$ cat src/hdl/chss_pkg.sv
// Package: shared types and constants of the code signature hook scanner.
`default_nettype none

package chss_pkg;

    // Data and configuration widths
    localparam int WORD_W    = 32;
    localparam int MAXD_W    = 25;
    localparam int PADDR_W   = 5;
    localparam int SIG_REGS  = 4;
    localparam int SIG_IDX_W = 2;

    // Configuration register map, one word apart
    typedef enum logic [2:0] {
        REG_SIG0 = 3'd0,
        REG_SIG1 = 3'd1,
        REG_SIG2 = 3'd2,
        REG_SIG3 = 3'd3,
        REG_TERM = 3'd4,
        REG_MAXD = 3'd5
    } chss_reg_idx_t;

    // Reset values of the configuration registers
    localparam logic [WORD_W-1:0] SIG_RESET [SIG_REGS] = '{
        32'h7CE3_3B78, 32'h3887_0034, 32'h38A7_0038, 32'h38C7_004C
    };
    localparam logic [WORD_W-1:0] TERM_RESET = 32'h4E80_0020;
    localparam logic [MAXD_W-1:0] MAXD_RESET = 25'h000_1000;

    // Control handed to every history cell
    typedef struct packed {
        logic shift;
        logic clear;
    } chss_cell_ctrl_t;

    // One result item
    typedef struct packed {
        logic              hook_found;
        logic [WORD_W-1:0] hook_address;
    } chss_result_t;

endpackage

`default_nettype wire

$ cat src/hdl/chss_in_if.sv
// Interface: input channel carrying one code word item.
`default_nettype none

interface chss_in_if;
    logic        valid;
    logic        ready;
    logic [31:0] code_word;
    logic [31:0] word_address;
    logic        range_start;
    logic        new_scan;

    modport source (
        output valid, code_word, word_address, range_start, new_scan,
        input  ready
    );
    modport sink (
        input  valid, code_word, word_address, range_start, new_scan,
        output ready
    );
endinterface

`default_nettype wire

$ cat src/hdl/chss_out_if.sv
// Interface: output channel carrying one scan result item.
`default_nettype none

interface chss_out_if;
    logic        valid;
    logic        ready;
    logic        hook_found;
    logic [31:0] hook_address;

    modport source (
        output valid, hook_found, hook_address,
        input  ready
    );
    modport sink (
        input  valid, hook_found, hook_address,
        output ready
    );
endinterface

`default_nettype wire

$ cat src/hdl/chss_cell.sv
// History cell: holds one past code word, compares it and hands it on.
`default_nettype none

module chss_cell (
    input  wire logic                          clk,
    input  wire logic                          rst_n,
    input  wire chss_pkg::chss_cell_ctrl_t     ctrl,
    input  wire logic [chss_pkg::WORD_W-1:0]   word_in,
    input  wire logic                          valid_in,
    input  wire logic [chss_pkg::WORD_W-1:0]   sig_word,
    output logic      [chss_pkg::WORD_W-1:0]   word_out,
    output logic                               valid_out,
    output logic                               hit
);

    logic [chss_pkg::WORD_W-1:0] word_reg;
    logic [chss_pkg::WORD_W-1:0] word_next;
    logic                        valid_reg;
    logic                        valid_next;

    // Take the neighbor's word on every accepted item, drop validity on clear
    always_comb
    begin
        word_next  = ctrl.shift ? word_in : word_reg;
        valid_next = valid_reg;
        if (ctrl.shift)
        begin
            valid_next = valid_in & ~ctrl.clear;
        end
    end

    // Hold validity
    always_ff @(posedge clk or negedge rst_n)
    begin
        if (!rst_n)
        begin
            valid_reg <= 1'b0;
        end
        else
        begin
            valid_reg <= valid_next;
        end
    end

    // Hold the stored word
    always_ff @(posedge clk)
    begin
        word_reg <= word_next;
    end

    // Compare against this cell's signature word
    assign hit       = valid_reg && (word_reg == sig_word);
    assign word_out  = word_reg;
    assign valid_out = valid_reg;

endmodule

`default_nettype wire

$ cat src/hdl/chss_out_buf.sv
// Output stage: result register plus skid register between the two channels.
`default_nettype none

module chss_out_buf (
    input  wire logic                   clk,
    input  wire logic                   rst_n,
    input  wire logic                   push_valid,
    output logic                        push_ready,
    input  wire chss_pkg::chss_result_t push_data,
    chss_out_if.source                  out_ch
);

    logic                   out_valid_reg;
    logic                   out_valid_next;
    chss_pkg::chss_result_t out_data_reg;
    chss_pkg::chss_result_t out_data_next;
    logic                   skid_valid_reg;
    logic                   skid_valid_next;
    chss_pkg::chss_result_t skid_data_reg;
    chss_pkg::chss_result_t skid_data_next;
    logic                   push;
    logic                   pop;

    assign push_ready = ~skid_valid_reg;
    assign push       = push_valid && push_ready;
    assign pop        = out_valid_reg && out_ch.ready;

    // Advance the two stages
    always_comb
    begin
        out_valid_next  = out_valid_reg;
        out_data_next   = out_data_reg;
        skid_valid_next = skid_valid_reg;
        skid_data_next  = skid_data_reg;
        if (skid_valid_reg)
        begin
            if (pop)
            begin
                out_data_next   = skid_data_reg;
                skid_valid_next = 1'b0;
            end
        end
        else if (push)
        begin
            if (!out_valid_reg || pop)
            begin
                out_valid_next = 1'b1;
                out_data_next  = push_data;
            end
            else
            begin
                skid_valid_next = 1'b1;
                skid_data_next  = push_data;
            end
        end
        else if (pop)
        begin
            out_valid_next = 1'b0;
        end
    end

    // Hold stage occupancy
    always_ff @(posedge clk or negedge rst_n)
    begin
        if (!rst_n)
        begin
            out_valid_reg  <= 1'b0;
            skid_valid_reg <= 1'b0;
        end
        else
        begin
            out_valid_reg  <= out_valid_next;
            skid_valid_reg <= skid_valid_next;
        end
    end

    // Hold stage payloads
    always_ff @(posedge clk)
    begin
        out_data_reg  <= out_data_next;
        skid_data_reg <= skid_data_next;
    end

    assign out_ch.valid        = out_valid_reg;
    assign out_ch.hook_found   = out_data_reg.hook_found;
    assign out_ch.hook_address = out_data_reg.hook_address;

endmodule

`default_nettype wire

$ cat src/hdl/code_signature_hook_scanner_top.sv
// Top level: signature hook scanner with history cell chain and APB registers.
`default_nettype none

// Takes one code word item per clock while input ready is high and returns one
// result item per word, registered in the output or skid register. Input ready
// stays high unless both the output register and the skid register hold
// results, so a stream runs at one item per cycle while the sink keeps up. The
// rate is set by one pass through the history cell chain (one 32-bit compare
// per cell, the last signature word compared against the incoming word)
// together with one 32-bit subtract and compare for the terminator distance.
// There are SIGNATURE_WORDS-1 history cells. Registers are written and read
// over APB at byte address 4*index; write them only while no item is in flight.
module code_signature_hook_scanner_top #(
    parameter int SIGNATURE_WORDS = 4
) (
    input  wire logic                           clk,
    input  wire logic                           rst_n,
    chss_in_if.sink                             in_ch,
    chss_out_if.source                          out_ch,
    input  wire logic                           psel,
    input  wire logic                           penable,
    input  wire logic                           pwrite,
    input  wire logic [chss_pkg::PADDR_W-1:0]   paddr,
    input  wire logic [31:0]                    pwdata,
    output logic      [31:0]                    prdata,
    output logic                                pready
);

    localparam int                          DEPTH      = SIGNATURE_WORDS - 1;
    localparam logic [chss_pkg::WORD_W-1:0] START_BACK = chss_pkg::WORD_W'(4 * DEPTH);

    // Configuration registers
    logic [chss_pkg::WORD_W-1:0] sig_reg [chss_pkg::SIG_REGS];
    logic [chss_pkg::WORD_W-1:0] term_reg;
    logic [chss_pkg::MAXD_W-1:0] maxd_reg;
    logic                        cfg_wr;
    chss_pkg::chss_reg_idx_t     cfg_idx;

    // Scan state
    logic                        pend_valid_reg;
    logic                        pend_valid_next;
    logic [chss_pkg::WORD_W-1:0] pend_start_reg;
    logic [chss_pkg::WORD_W-1:0] pend_start_next;
    logic                        found_reg;
    logic                        found_next;
    logic [chss_pkg::WORD_W-1:0] found_addr_reg;
    logic [chss_pkg::WORD_W-1:0] found_addr_next;

    logic                        in_accept;
    logic                        push_ready;
    logic                        clr_hist;
    logic                        hist_ok;
    logic [chss_pkg::WORD_W-1:0] sig_last;
    logic [chss_pkg::WORD_W-1:0] term_dist;
    logic                        term_hit;
    logic                        sig_match;
    logic                        found_pre;
    logic [chss_pkg::WORD_W-1:0] found_addr_pre;
    logic                        pend_valid_pre;
    logic [chss_pkg::WORD_W-1:0] pend_start_pre;
    chss_pkg::chss_result_t      result;

    assign in_accept   = in_ch.valid && push_ready;
    assign in_ch.ready = push_ready;
    assign clr_hist    = in_ch.range_start || in_ch.new_scan;

    // APB write decode
    assign pready  = 1'b1;
    assign cfg_wr  = psel && penable && pwrite;
    assign cfg_idx = chss_pkg::chss_reg_idx_t'(paddr[4:2]);

    // Hold the configuration registers
    always_ff @(posedge clk or negedge rst_n)
    begin
        if (!rst_n)
        begin
            for (int i = 0; i < chss_pkg::SIG_REGS; i++)
            begin
                sig_reg[i] <= chss_pkg::SIG_RESET[i];
            end
            term_reg <= chss_pkg::TERM_RESET;
            maxd_reg <= chss_pkg::MAXD_RESET;
        end
        else if (cfg_wr)
        begin
            unique case (cfg_idx)
                chss_pkg::REG_SIG0: sig_reg[0] <= pwdata;
                chss_pkg::REG_SIG1: sig_reg[1] <= pwdata;
                chss_pkg::REG_SIG2: sig_reg[2] <= pwdata;
                chss_pkg::REG_SIG3: sig_reg[3] <= pwdata;
                chss_pkg::REG_TERM: term_reg   <= pwdata;
                chss_pkg::REG_MAXD: maxd_reg   <= pwdata[chss_pkg::MAXD_W-1:0];
                default:            ;
            endcase
        end
    end

    // Read back the addressed register
    always_comb
    begin
        unique case (cfg_idx)
            chss_pkg::REG_SIG0: prdata = sig_reg[0];
            chss_pkg::REG_SIG1: prdata = sig_reg[1];
            chss_pkg::REG_SIG2: prdata = sig_reg[2];
            chss_pkg::REG_SIG3: prdata = sig_reg[3];
            chss_pkg::REG_TERM: prdata = term_reg;
            chss_pkg::REG_MAXD: prdata = 32'(maxd_reg);
            default:            prdata = '0;
        endcase
    end

    // Pick the signature word that the incoming word must match
    generate
        if (DEPTH < chss_pkg::SIG_REGS)
        begin : g_last_reg
            assign sig_last = sig_reg[DEPTH];
        end
        else
        begin : g_last_zero
            assign sig_last = '0;
        end
    endgenerate

    // Build the history cell chain, oldest word in cell 0
    generate
        if (DEPTH > 0)
        begin : g_hist
            logic [chss_pkg::WORD_W-1:0] cell_word [DEPTH];
            logic [DEPTH-1:0]            cell_valid;
            logic [DEPTH-1:0]            cell_hit;

            for (genvar i = 0; i < DEPTH; i++)
            begin : g_cell
                chss_pkg::chss_cell_ctrl_t   ctrl;
                logic [chss_pkg::WORD_W-1:0] word_in;
                logic                        valid_in;
                logic [chss_pkg::WORD_W-1:0] sig_word;

                assign ctrl.shift = in_accept;
                if (i == DEPTH - 1)
                begin : g_tail
                    // Newest cell always takes the incoming word as valid
                    assign ctrl.clear = 1'b0;
                    assign word_in    = in_ch.code_word;
                    assign valid_in   = 1'b1;
                end
                else
                begin : g_body
                    assign ctrl.clear = clr_hist;
                    assign word_in    = cell_word[i+1];
                    assign valid_in   = cell_valid[i+1];
                end
                if (i < chss_pkg::SIG_REGS)
                begin : g_sig_reg
                    assign sig_word = sig_reg[i];
                end
                else
                begin : g_sig_zero
                    assign sig_word = '0;
                end

                chss_cell u_cell (
                    .clk       (clk),
                    .rst_n     (rst_n),
                    .ctrl      (ctrl),
                    .word_in   (word_in),
                    .valid_in  (valid_in),
                    .sig_word  (sig_word),
                    .word_out  (cell_word[i]),
                    .valid_out (cell_valid[i]),
                    .hit       (cell_hit[i])
                );
            end

            // Full history matches unless this item clears it
            assign hist_ok = (&cell_hit) && !clr_hist;
        end
        else
        begin : g_no_hist
            assign hist_ok = 1'b1;
        end
    endgenerate

    // Apply the clear flags before testing the word
    always_comb
    begin
        found_pre      = found_reg && !in_ch.new_scan;
        found_addr_pre = in_ch.new_scan ? '0 : found_addr_reg;
        pend_valid_pre = pend_valid_reg && !clr_hist;
        pend_start_pre = clr_hist ? '0 : pend_start_reg;
    end

    // Test as terminator of the pending signature, then as end of a new one
    assign term_dist = in_ch.word_address - pend_start_pre;
    assign term_hit  = !found_pre && pend_valid_pre && (in_ch.code_word == term_reg)
                       && (term_dist < 32'(maxd_reg));
    assign sig_match = hist_ok && (in_ch.code_word == sig_last);

    always_comb
    begin
        found_next      = found_pre || term_hit;
        found_addr_next = term_hit ? in_ch.word_address : found_addr_pre;
        pend_valid_next = pend_valid_pre || sig_match;
        pend_start_next = sig_match ? (in_ch.word_address - START_BACK) : pend_start_pre;
    end

    // Hold the scan state
    always_ff @(posedge clk or negedge rst_n)
    begin
        if (!rst_n)
        begin
            pend_valid_reg <= 1'b0;
            pend_start_reg <= '0;
            found_reg      <= 1'b0;
            found_addr_reg <= '0;
        end
        else if (in_accept)
        begin
            pend_valid_reg <= pend_valid_next;
            pend_start_reg <= pend_start_next;
            found_reg      <= found_next;
            found_addr_reg <= found_addr_next;
        end
    end

    // Hand the result item to the output stage
    assign result.hook_found   = found_next;
    assign result.hook_address = found_addr_next;

    chss_out_buf u_out_buf (
        .clk        (clk),
        .rst_n      (rst_n),
        .push_valid (in_ch.valid),
        .push_ready (push_ready),
        .push_data  (result),
        .out_ch     (out_ch)
    );

endmodule

`default_nettype wire

$ cat src/flat_wrapper.sv
// flat-port wrapper written by rule: the top's interface ports become plain ports
module code_signature_hook_scanner_top_flat 
#(
    parameter int SIGNATURE_WORDS = 4
)
  (clk, rst_n, psel, penable, pwrite, paddr, pwdata, prdata, pready, in_ch_valid, in_ch_code_word, in_ch_word_address, in_ch_range_start, in_ch_new_scan, in_ch_ready, out_ch_valid, out_ch_hook_found, out_ch_hook_address, out_ch_ready);
  chss_in_if in_ch_i ();
  chss_out_if out_ch_i ();
  input  wire logic clk;
  input  wire logic rst_n;
  input  wire logic psel;
  input  wire logic penable;
  input  wire logic pwrite;
  input  wire logic [chss_pkg::PADDR_W-1:0] paddr;
  input  wire logic [31:0] pwdata;
  output logic      [31:0] prdata;
  output logic pready;
  input wire logic [$bits(in_ch_i.valid)-1:0] in_ch_valid;
  input wire logic [$bits(in_ch_i.code_word)-1:0] in_ch_code_word;
  input wire logic [$bits(in_ch_i.word_address)-1:0] in_ch_word_address;
  input wire logic [$bits(in_ch_i.range_start)-1:0] in_ch_range_start;
  input wire logic [$bits(in_ch_i.new_scan)-1:0] in_ch_new_scan;
  output wire logic [$bits(in_ch_i.ready)-1:0] in_ch_ready;
  output wire logic [$bits(out_ch_i.valid)-1:0] out_ch_valid;
  output wire logic [$bits(out_ch_i.hook_found)-1:0] out_ch_hook_found;
  output wire logic [$bits(out_ch_i.hook_address)-1:0] out_ch_hook_address;
  input wire logic [$bits(out_ch_i.ready)-1:0] out_ch_ready;
  assign in_ch_i.valid = in_ch_valid;
  assign in_ch_i.code_word = in_ch_code_word;
  assign in_ch_i.word_address = in_ch_word_address;
  assign in_ch_i.range_start = in_ch_range_start;
  assign in_ch_i.new_scan = in_ch_new_scan;
  assign in_ch_ready = in_ch_i.ready;
  assign out_ch_valid = out_ch_i.valid;
  assign out_ch_hook_found = out_ch_i.hook_found;
  assign out_ch_hook_address = out_ch_i.hook_address;
  assign out_ch_i.ready = out_ch_ready;
  code_signature_hook_scanner_top #(.SIGNATURE_WORDS(SIGNATURE_WORDS)) u_core (.clk(clk), .rst_n(rst_n), .in_ch(in_ch_i), .out_ch(out_ch_i), .psel(psel), .penable(penable), .pwrite(pwrite), .paddr(paddr), .pwdata(pwdata), .prdata(prdata), .pready(pready));
endmodule
$ cat config.mk
export PLATFORM = sky130hd
export DESIGN_NAME = code_signature_hook_scanner_top_flat
export DESIGN_NICKNAME = d
export VERILOG_FILES = /design/src/hdl/chss_pkg.sv /design/src/hdl/chss_in_if.sv /design/src/hdl/chss_out_if.sv /design/src/hdl/chss_cell.sv /design/src/hdl/chss_out_buf.sv /design/src/hdl/code_signature_hook_scanner_top.sv /design/src/flat_wrapper.sv
export SDC_FILE = /design/constraint.sdc
export NUM_CORES = 1
export LEC_CHECK = 0
export BUFFER_PORTS_ARGS = -buffer_cell sky130_fd_sc_hd__buf_4
export CORE_MARGIN = 1.5
export CORE_UTILIZATION = 25
export DETAILED_ROUTE_END_ITERATION = 12
export HOLD_SLACK_MARGIN = 0.1
export SYNTH_ARGS = -nofsm -noshare
export SYNTH_HDL_FRONTEND = slang
export SYNTH_SLANG_ARGS = --single-unit
$ cat constraint.sdc
create_clock -name clk -period 5.9 [get_ports clk]
set_clock_uncertainty 0.15 [all_clocks]
set_input_delay 0.59 -clock clk [delete_from_list [all_inputs] [get_ports clk]]
set_output_delay 0.59 -clock clk [all_outputs]
set_load 0.05 [all_outputs]
# Word-level counts from Yosys, hierarchy flattened

Index checks and enable logic that the tools add are counted.

Flip-flop bits (word level): 418
Input port bits: 110
Word-level logic and storage cells: 94

Add/subtract/negate cells: 2
$lt $le $gt $ge: 1
Equal/unequal tests: 12
Muxes and demuxes: 16
Bitwise logic cells: 5
Reduce and logical (&&, ||, !) cells: 36

Operators with widths:

| cell                                                 | count |
|---|---|
| case mux 32 bit (6 select lines)                     | 1 |
| equality test 32 bit                                 | 5 |
| 2-to-1 mux 33 bit                                    | 4 |
| 2-to-1 mux 32 bit                                    | 4 |
| less-than comparator 32 x 25 -> 1 bit                | 1 |
| subtractor 32 bit                                    | 1 |
| subtractor 32 x 4 -> 32 bit (second input constant)  | 1 |
| logical AND 1 bit                                    | 14 |
| AND reduction 2 bit                                  | 6 |
| AND reduction 3 bit                                  | 4 |
| 2-to-1 mux 1 bit                                     | 7 |
| equality test 3 x 2 -> 1 bit (second input constant) | 2 |
| equality test 3 bit (second input constant)          | 2 |
| nonzero test 2 bit                                   | 3 |
| zero test 1 bit                                      | 4 |
| logical OR 1 bit                                     | 4 |
| equality test 3 x 1 -> 1 bit (second input constant) | 1 |
| zero test 3 bit                                      | 1 |
| inverter 1 bit                                       | 3 |
| AND 1 bit                                            | 2 |
| != test 2 x 1 -> 1 bit (second input constant)       | 1 |
| != test 2 bit (second input constant)                | 1 |

# Longest topological paths before layout

Gate-level depths: netlist (run 1).

Depth after elaboration: 10
Mapped depth: 23
Gate-level depth less buffers: 22

# By module

A second synthesis (run 1) with hierarchy kept.

Cell total of the unflattened synthesis: 1,801
Area total of the unflattened synthesis: 21,568.2 um2

By module, submodules not included:

| module                          | instances | cells each | area an instance (um2) | sequential area each (um2) |
|---|---|---|---|---|
| code_signature_hook_scanner_top | 1         | 1,446      | 14,936.8               | 6,353.6 |
| chss_cell                       | 3         | 80         | 1,357.6                | 985.9 |
| chss_out_buf                    | 1         | 115        | 2,558.7                | 2,031.9 |

# Least setup slack after synthesis (run 1)

Ideal clock, no wire load.

Kind: input to register
Start: input in_ch_valid
End: register u_core.u_out_buf.out_data_reg (netlist bit u_core.u_out_buf.out_ch.hook_address[0]) (enable)
Setup time: 0.434 ns
Data arrival time: 5.395 ns
Required time: 5.316 ns
Slack: -0.079 ns
Cell stages on the path: 5
Buffers on the path: 1
Cells stage by stage: nand2_1 > inv_1 > clkbuf_1 > a21oi_1 > a21oi_1

Longest elaborated chain between the ends: 3

RTL lines:

| element                              | RTL line                              | RTL |
|---|---|---|
| start, declared                      | flat_wrapper.sv:18                    | `input wire logic [$bits(in_ch_i.valid)-1:0] in_ch_valid;` |
| logical AND 1 bit                    | -                                     |  |
| via u_core.in_accept                 | code_signature_hook_scanner_top.sv:49 | `logic in_accept;` |
| nonzero test 2 bit (no source line)  | -                                     |  |
| AND reduction 3 bit (no source line) | -                                     |  |
| end signal, assigned                 | chss_out_buf.sv:80                    | `out_data_reg <= out_data_next;` |
| end, declared                        | chss_out_buf.sv:15                    | `chss_pkg::chss_result_t out_data_reg;` |

The timed path passes the listed nets, and every way through them passes these cells.
A chain may end at the register's enable or synchronous reset.

# Final worst setup path (run 1)

Start: input in_ch_new_scan
End: register u_core.u_out_buf.skid_data_reg[24] in the netlist's numbering, data pin

Longest elaborated chain between the ends: 7
Elaborated cells on any way between the ends: 14
Those cells by class: add/sub (1); order compare (1); mux (3); reduce/logical (9)

RTL lines:

| element                                                                   | RTL line                               | RTL |
|---|---|---|
| start, declared                                                           | flat_wrapper.sv:22                     | `input wire logic [$bits(in_ch_i.new_scan)-1:0] in_ch_new_scan;` |
| parallel branches: the longest is 6 deep, another holds subtractor 32 bit | -                                      |  |
| 2-to-1 mux 32 bit *                                                       | code_signature_hook_scanner_top.sv:202 | `found_addr_next = term_hit ? in_ch.word_address : found_addr_pre;` |
| via u_core.found_addr_next, one bit                                       | code_signature_hook_scanner_top.sv:47  | `logic [chss_pkg::WORD_W-1:0] found_addr_next;` |
| end signal, assigned                                                      | chss_out_buf.sv:81                     | `skid_data_reg <= skid_data_next;` |
| end, declared                                                             | chss_out_buf.sv:19                     | `chss_pkg::chss_result_t skid_data_reg;` |

Mark *: on every way through the listed nets, which the timed path passes.

==> summary.md, run 1 <==
| Metric | Value |
|---|---|
| Pre-Repair DR Iteration Count | 6 |
| Multi-input gate area | 9976 µm² |
| Synth cell types | 83 |
| Cts bufs inserted | 43 |
| I/O Buffers | 174 |
| Clk sinks | 418 |
| Die width | 299.5 µm |
| Total global routing overflow | 0 |
| Initial antenna violation count | 5 |
| Critical path startpoint category | input pin |
| Dpl cells | 3356 |
| Post-DP Area | 25620 µm² |
| Crit end category | register |
| Area of the core | 86890 µm² |
| Post-synth EDFFs | 162 |
| Syn Area/Cell | 11.08 µm² |
| Crit path DAT | 5740 ps |
| Comb pwr share | 0.290 |
| Vias in the first global route | 17420 |
| Area grow syn2layout | 24.95% |
| Vias/cell | 4.978 |
| First-pass GRT wire length | 113000 µm |
| # Post-CTS Setup Buffers | 0 |
| Root buf cell | clkbuf_16 |
| Synth warn | 0 |
| Post-synth top cells | 262 x nand2_1, 198 x dfrtp_1, 162 x edfxtp_1 |
| # H-tree levels | 2 |
| Register area share after synthesis | 0.5161 |
| Cell Count, Final, Fillers Out | 3482 |
| Final Hold Viols | 0 |
| Cells after Synth | 1984 |
| Initial Util | 0.2530 |
| Worst Path Required | 6080 ps |
| Slew HR | 0.2779 |
| Post-synth top area share | 0.2254 |
| Hold WC Path Type | in -> reg |
| Period utilisation layout | 0.9422 |
| FF/Latch Area | 11340 µm² |
| Worst-Margin Slew | 1081 ps |
| Fmax | 0.1799 GHz |
| P_sw | 3491 µW |
| WL per Instance | 21.66 µm |
| Layout Cell Area excl Fill | 27470 µm² |
| Clock power frac | 0.281 |
| Crit Path Max Fanout | 12 |
| Max Root-Sink Buffers | 3 |
| Clock slew seen by the registers of the worst setup and hold paths | 60 ps |
| Routability cong. | 0.9110 |
| Nets | 2458 |
| Internal | 6180 µW |
| Sequential power share | 0.429 |
| Die area | 89710 µm² |
| Max IR drop VDD | 0.2277 mV |
| Top Ports | 178 |
| Layout cell share with drive strength beyond 1 | 0.2813 |
| Pins Over Slew Limit | 0 |
| Die height | 299.5 µm |
| Unrepaired setup endpoints after global routing | false |
| Post-route ant nets | 0 |
| Drt total wl | 75410 µm |
| Largest net degree at the start of global routing | 110 |
| Post-Synthesis Cell Area | 21980 µm² |
| Total GRT Usage | 0.1651 |
| Finished Core Util | 0.3161 |
| Mapped Nets | 2152 |
| Leakage | 0.01080 µW |
| Post-synth ARST share | 0.6124 |
| Most frequent cell after synthesis | nand2_1 |
| Via Count | 17330 |
| Kind of critical path | in -> reg |
| Detail Placement HPWL | 52520 µm |
| Synth area leaders | dfrtp_1 23%, edfxtp_1 22%, mux2_2 7.1%, dfstp_2 6.9%, xnor2_1 4.8% |
| Clk Latency, worst-skew pair | 600 ps |
| Seq cells post-synth | 418 |
| Net Sw Frac | 0.3610 |
| DRT iter0 DRCs | 1467 |
| CTS tree | built |
| Cell accounting for the most synthesized area | dfrtp_1 |
| FILL cells | 8804 |
| Status | complete, no violations |
| # rows | 108 |
| Pwr Density | 352.1 nW/µm² |
| Final setup fails | 0 |
| # DRC | 0 |
| MaxCap Viol Count | 0 |
| Min Tclk post-route | 5559 ps |
| Ys flop type | dfrtp_1 |
| Post-route setup TNS | 0 ps |
==> worst paths after layout <==
kind	start	endpoint	slack (ps)	depth (start not counted)
max	in_ch_new_scan	u_core.u_out_buf.skid_data_reg[24]	340	25
min	pwdata[1]	u_core.maxd_reg[1]	110	3
max reg2reg	u_core.pend_start_reg[0]	u_core.u_out_buf.out_ch.hook_address[27]	520	25
min reg2reg	u_core.g_hist.g_cell[1].u_cell.word_out[21]	u_core.g_hist.g_cell[0].u_cell.word_out[21]	270	0
max in group asynchronous	rst_n	u_core.g_hist.g_cell[0].sig_word[7]	3640	3
min in group asynchronous	rst_n	u_core.term_reg[20]	500	2
==> cells by family (layout without fill, tap and decap cells) <==
group,Yosys count,after routing,synth area share
xor+xnor,166,166,0.06648
compound gates,452,452,0.1514
mux,148,148,0.07696
buf+inv,192,533,0.03683
other cells,1,3,0.0001706
fa+ha+maj,58,58,0.03336
flops,418,418,0.5161
simple gates,549,549,0.1188
==> metrics by stage <==
stage	hold WS (ps)	setup slack, ps	power (µW)
finish	109.4	340.8	9672
global route	100.0	0.5578	10040
CTS	100.0	189.4	9687
detailed placement	285.5	-377.5	6947
global placement	282.3	-336.3	6915
floorplan	144.4	313.6	5797
==> routing by layer <==
layer | wire [µm] | track usage | vias to the layer above
met5 | 23 | 0 | -
met4 | 2872 | 0.06421 | 4
met3 | 4307 | 0.02138 | 130
met2 | 36630 | 0.2788 | 604
met1 | 31570 | 0.2140 | 8655
li1 | - | - | 7940
==> cell usage in the layout (no fill, tap or decap), types with 57 or more instances in the layout <==
cell and n:
buf_4 305, nand2_1 262, dfrtp_1 198, edfxtp_1 162, mux2_2 138, xnor2_1 121
o21ai_0 103, inv_1 89, a22oi_1 78, nand4_1 71, nor2_1 70, dfstp_2 58
ha_1 57
==> power groups by stage <==
stage	Combinational [µW]	Clock [µW]	Sequential [µW]
2_1_floorplan	1340	0	4460
5_1_grt	2980	2860	4200
3_5_place_dp	2760	0	4190
4_1_cts	2790	2750	4140
3_3_place_gp	2740	0	4180
6_report	2800	2720	4150
==> layout make-up <==
cell class	count	share of cell area
diodes	2	0.0001822
clock buffers	64	0.04351
clock inverters	16	0.006150
inverters	91	0.01262
multi-input cells	1374	0.3632
flip-flops and latches	418	0.4130
well taps	1155	0.05262
repair buffers	362	0.1087
==> critical path: stages <==
cell      delay [ps]
buf_4            110
nor2_2           180
buf_4            160
buf_4            160
buf_4            150
nand2_1           60
ha_1             310
a21oi_1          200
o21ai_0          150
or3_1            320
o22ai_1          250
o21bai_1         130
xor2_1           200
ha_1             280
a21o_1           180
a21o_1           180
a221oi_1         290
o21ai_0          140
o21ai_0          230
nand4_1          200
or4_4            500
buf_4            240
o311ai_2         290
buf_4            170
nand2_1           50
==> repair_timing <==
action	CTS	global route
hold endpoints to repair	121	0
gates resized for setup	0	6
endpoints found under the setup margin	0	97
hold buffers	44	0
(Power assumes the default switching activity.)
==> run 2, diff against run 1 <==
--- a/config.mk
+++ b/config.mk
@@ -6,10 +6,12 @@
 export NUM_CORES = 1
 export LEC_CHECK = 0
 export BUFFER_PORTS_ARGS = -buffer_cell sky130_fd_sc_hd__buf_4
+export CORE_ASPECT_RATIO = 1.5
 export CORE_MARGIN = 1.5
 export CORE_UTILIZATION = 25
 export DETAILED_ROUTE_END_ITERATION = 12
 export HOLD_SLACK_MARGIN = 0.1
+export MAX_ROUTING_LAYER = met4
 export SYNTH_ARGS = -nofsm -noshare
 export SYNTH_HDL_FRONTEND = slang
 export SYNTH_SLANG_ARGS = --single-unit
==> run 2 against run 1 <==
Sequential power barely moved. Critical path type unchanged. Count of clock-buffer cells in the layout did not move. Highest routed layer is now met4. Sequential cell count did not move. Largest power group unchanged.
==> summary.md, run 2 (synthesis results as in run 1) <==
| Metric | Value |
|---|---|
| Status | complete, no violations (unchanged) |
| Most used cell, CP | nand4_1 (was buf_4) |
| Worst-Margin Slew | 1067 ps (was 1081 ps) |
| Max IR drop VDD | 0.4180 mV (was 0.2277 mV) |
| I/O Buffers | 174 (unchanged) |
| Dpl cells | 3328 (was 3356) |
| Period utilisation layout | 0.9350 (was 0.9422) |
| Routability cong. | 0.9606 (was 0.9110) |
| Initial Util | 0.2516 (was 0.2530) |
| CTS tree | built (unchanged) |
| Die area | 89750 µm² (was 89710 µm²) |
| Crit path DAT | 5780 ps (was 5740 ps) |
| Nets | 2461 (was 2458) |
| Pwr Density | 356.7 nW/µm² (was 352.1 nW/µm²) |
| Layout cell share with drive strength beyond 1 | 0.2741 (was 0.2813) |
| # Post-CTS Setup Buffers | 0 (unchanged) |
| Slowest-stage cell, CP | fa_1 (was or4_4) |
| Slowest stage delay, CP | 400 ps (was 500 ps) |
| Vias/cell | 4.985 (was 4.978) |
| Die width | 245.1 µm (was 299.5 µm) |
| Pins Over Slew Limit | 0 (unchanged) |
| Die height | 366.2 µm (was 299.5 µm) |
| Most frequent cells in the layout | 289 x buf_4, 262 x nand2_1, 198 x dfrtp_1, 162 x edfxtp_1, 138 x mux2_2 (was 305 x buf_4, 262 x nand2_1, 198 x dfrtp_1, 162 x edfxtp_1, 138 x mux2_2) |
| Hold WC Path Type | in -> reg (unchanged) |
| # rows | 133 (was 108) |
| First-pass GRT wire length | 115100 µm (was 113000 µm) |
| Cts bufs inserted | 46 (was 43) |
| Detail Placement HPWL | 55820 µm (was 52520 µm) |
| Leakage | 0.01082 µW (was 0.01080 µW) |
| Total GRT Usage | 0.1758 (was 0.1651) |
| Root buf cell | clkbuf_16 (unchanged) |
| Unrepaired setup endpoints after global routing | false (unchanged) |
| Largest net degree at the start of global routing | 147 (was 110) |
| Layout Cell Area excl Fill | 27540 µm² (was 27470 µm²) |
| Min Tclk post-route | 5517 ps (was 5559 ps) |
| Area grow syn2layout | 25.31% (was 24.95%) |
| WL per Instance | 22.32 µm (was 21.66 µm) |
| DRT iter0 DRCs | 1362 (was 1467) |
| Critical path startpoint category | input pin (unchanged) |
| # DRC | 0 (unchanged) |
| Final setup fails | 0 (unchanged) |
| Drt total wl | 77770 µm (was 75410 µm) |
| Area of the core | 87370 µm² (was 86890 µm²) |
| Clock slew seen by the registers of the worst setup and hold paths | 60 ps (about the same) |
| Vias in the first global route | 17250 (was 17420) |
| # H-tree levels | 2 (unchanged) |
| Crit Path Max Fanout | 10 (was 12) |
| Clk Latency, worst-skew pair | 610 ps (was 600 ps) |
| Max Root-Sink Buffers | 3 (unchanged) |
| Post-DP Area | 25420 µm² (was 25620 µm²) |
| Post-route ant nets | 0 (unchanged) |
| MaxCap Viol Count | 0 (unchanged) |
| Worst Path Required | 6160 ps (was 6080 ps) |
| Fmax | 0.1813 GHz (was 0.1799 GHz) |
| Initial antenna violation count | 8 (was 5) |
| Most common cell after layout, fill and taps aside | buf_4 (unchanged) |
| Cell Count, Final, Fillers Out | 3484 (was 3482) |
| Pre-Repair DR Iteration Count | 7 (was 6) |
| Final Hold Viols | 0 (unchanged) |
| Crit end category | register (unchanged) |
| Top Ports | 178 (unchanged) |
| Slew HR | 0.2871 (was 0.2779) |
| Total global routing overflow | 0 (unchanged) |
| Kind of critical path | in -> reg (unchanged) |
| Clk sinks | 418 (unchanged) |
| Via Count | 17370 (was 17330) |
==> run 2: changes by cell type in the layout (fill, tap and decap cells not counted), sizes merged <==
cell         delta
buf            -20
dlygate4sd3    +20
diode           +4
inv             +2
clkinv          +2
clkinvlp        +4
bufinv          -2
==> run 2: critical path, delay by kind of cell <==
family | cells | cell delay [ps]
xor gates and xnor gates | 1 | 90
adders and majority gates | 3 | 740
AOI/OAI and AO/OA | 7 | 1350
and+or+nand+nor | 10 | 2150
buffers and inverters | 6 | 850
==> run 2: worst paths after layout <==
check                                                             from                                          end  slack, ps  depth (start not counted)
max                                                     in_ch_new_scan     u_core.u_out_buf.out_ch.hook_address[28]        380                         27
min                                                          pwdata[1]                           u_core.maxd_reg[1]        130                          3
max reg2reg                                   u_core.pend_start_reg[0]     u_core.u_out_buf.out_ch.hook_address[28]        470                         25
min reg2reg                u_core.g_hist.g_cell[2].u_cell.word_out[25]  u_core.g_hist.g_cell[1].u_cell.word_out[25]        300                          0
max in group asynchronous                                        rst_n                     u_core.found_addr_reg[2]       4040                          3
min in group asynchronous                                        rst_n                          u_core.maxd_reg[15]        340                          2
==> run 2: where the power goes <==
part | switching (µW) | internal (µW) | leakage, µW
Combinational | 1900 | 937 | 0.00540
Clock | 1270 | 1560 | 0.000701
Sequential | 415 | 3750 | 0.00471
==> run 2: layout make-up <==
type / count / area, µm²
timing repair buffer: 362 / 2985
antenna: 6 / 15.01
sequential: 418 / 11340
clock buffer: 64 / 1300
fill: 8969 / 59820
clock inverter: 22 / 158.9
tap: 1147 / 1435
inverter: 91 / 346.6
multi-input combinational: 1374 / 9960
==> run 2: timing repair <==
item | 4_1_cts | 5_1_grt
gates resized for setup | 0 | 4
hold buffers | 64 | 0
endpoints found under the setup margin | 0 | 98
hold endpoints to repair | 180 | 0
==> run 2: through the flow <==
stage,power [µW],utilization,setup slack [ps],TNS [ps],hold slack (ps)
2_1_floorplan,5797,-,313.6,0,144.4
3_3_place_gp,6982,0.2909,-355.9,-26720,285.5
3_5_place_dp,6996,0.2909,-403.4,-31150,289.0
4_1_cts,9897,0.3150,178.9,0,106.4
5_1_grt,10240,0.3153,30.97,0,117.2
6_report,9826,0.3153,383.3,0,132.7
==> run 2: per-layer routing <==
metal | part of all wire | global-route usage | wire [µm]
met3 | 0.059 | 0.02857 | 4589
met1 | 0.41 | 0.2151 | 31990
met2 | 0.50 | 0.2943 | 38650
met5 | 0 | - | 0
met4 | 0.033 | 0.05461 | 2545
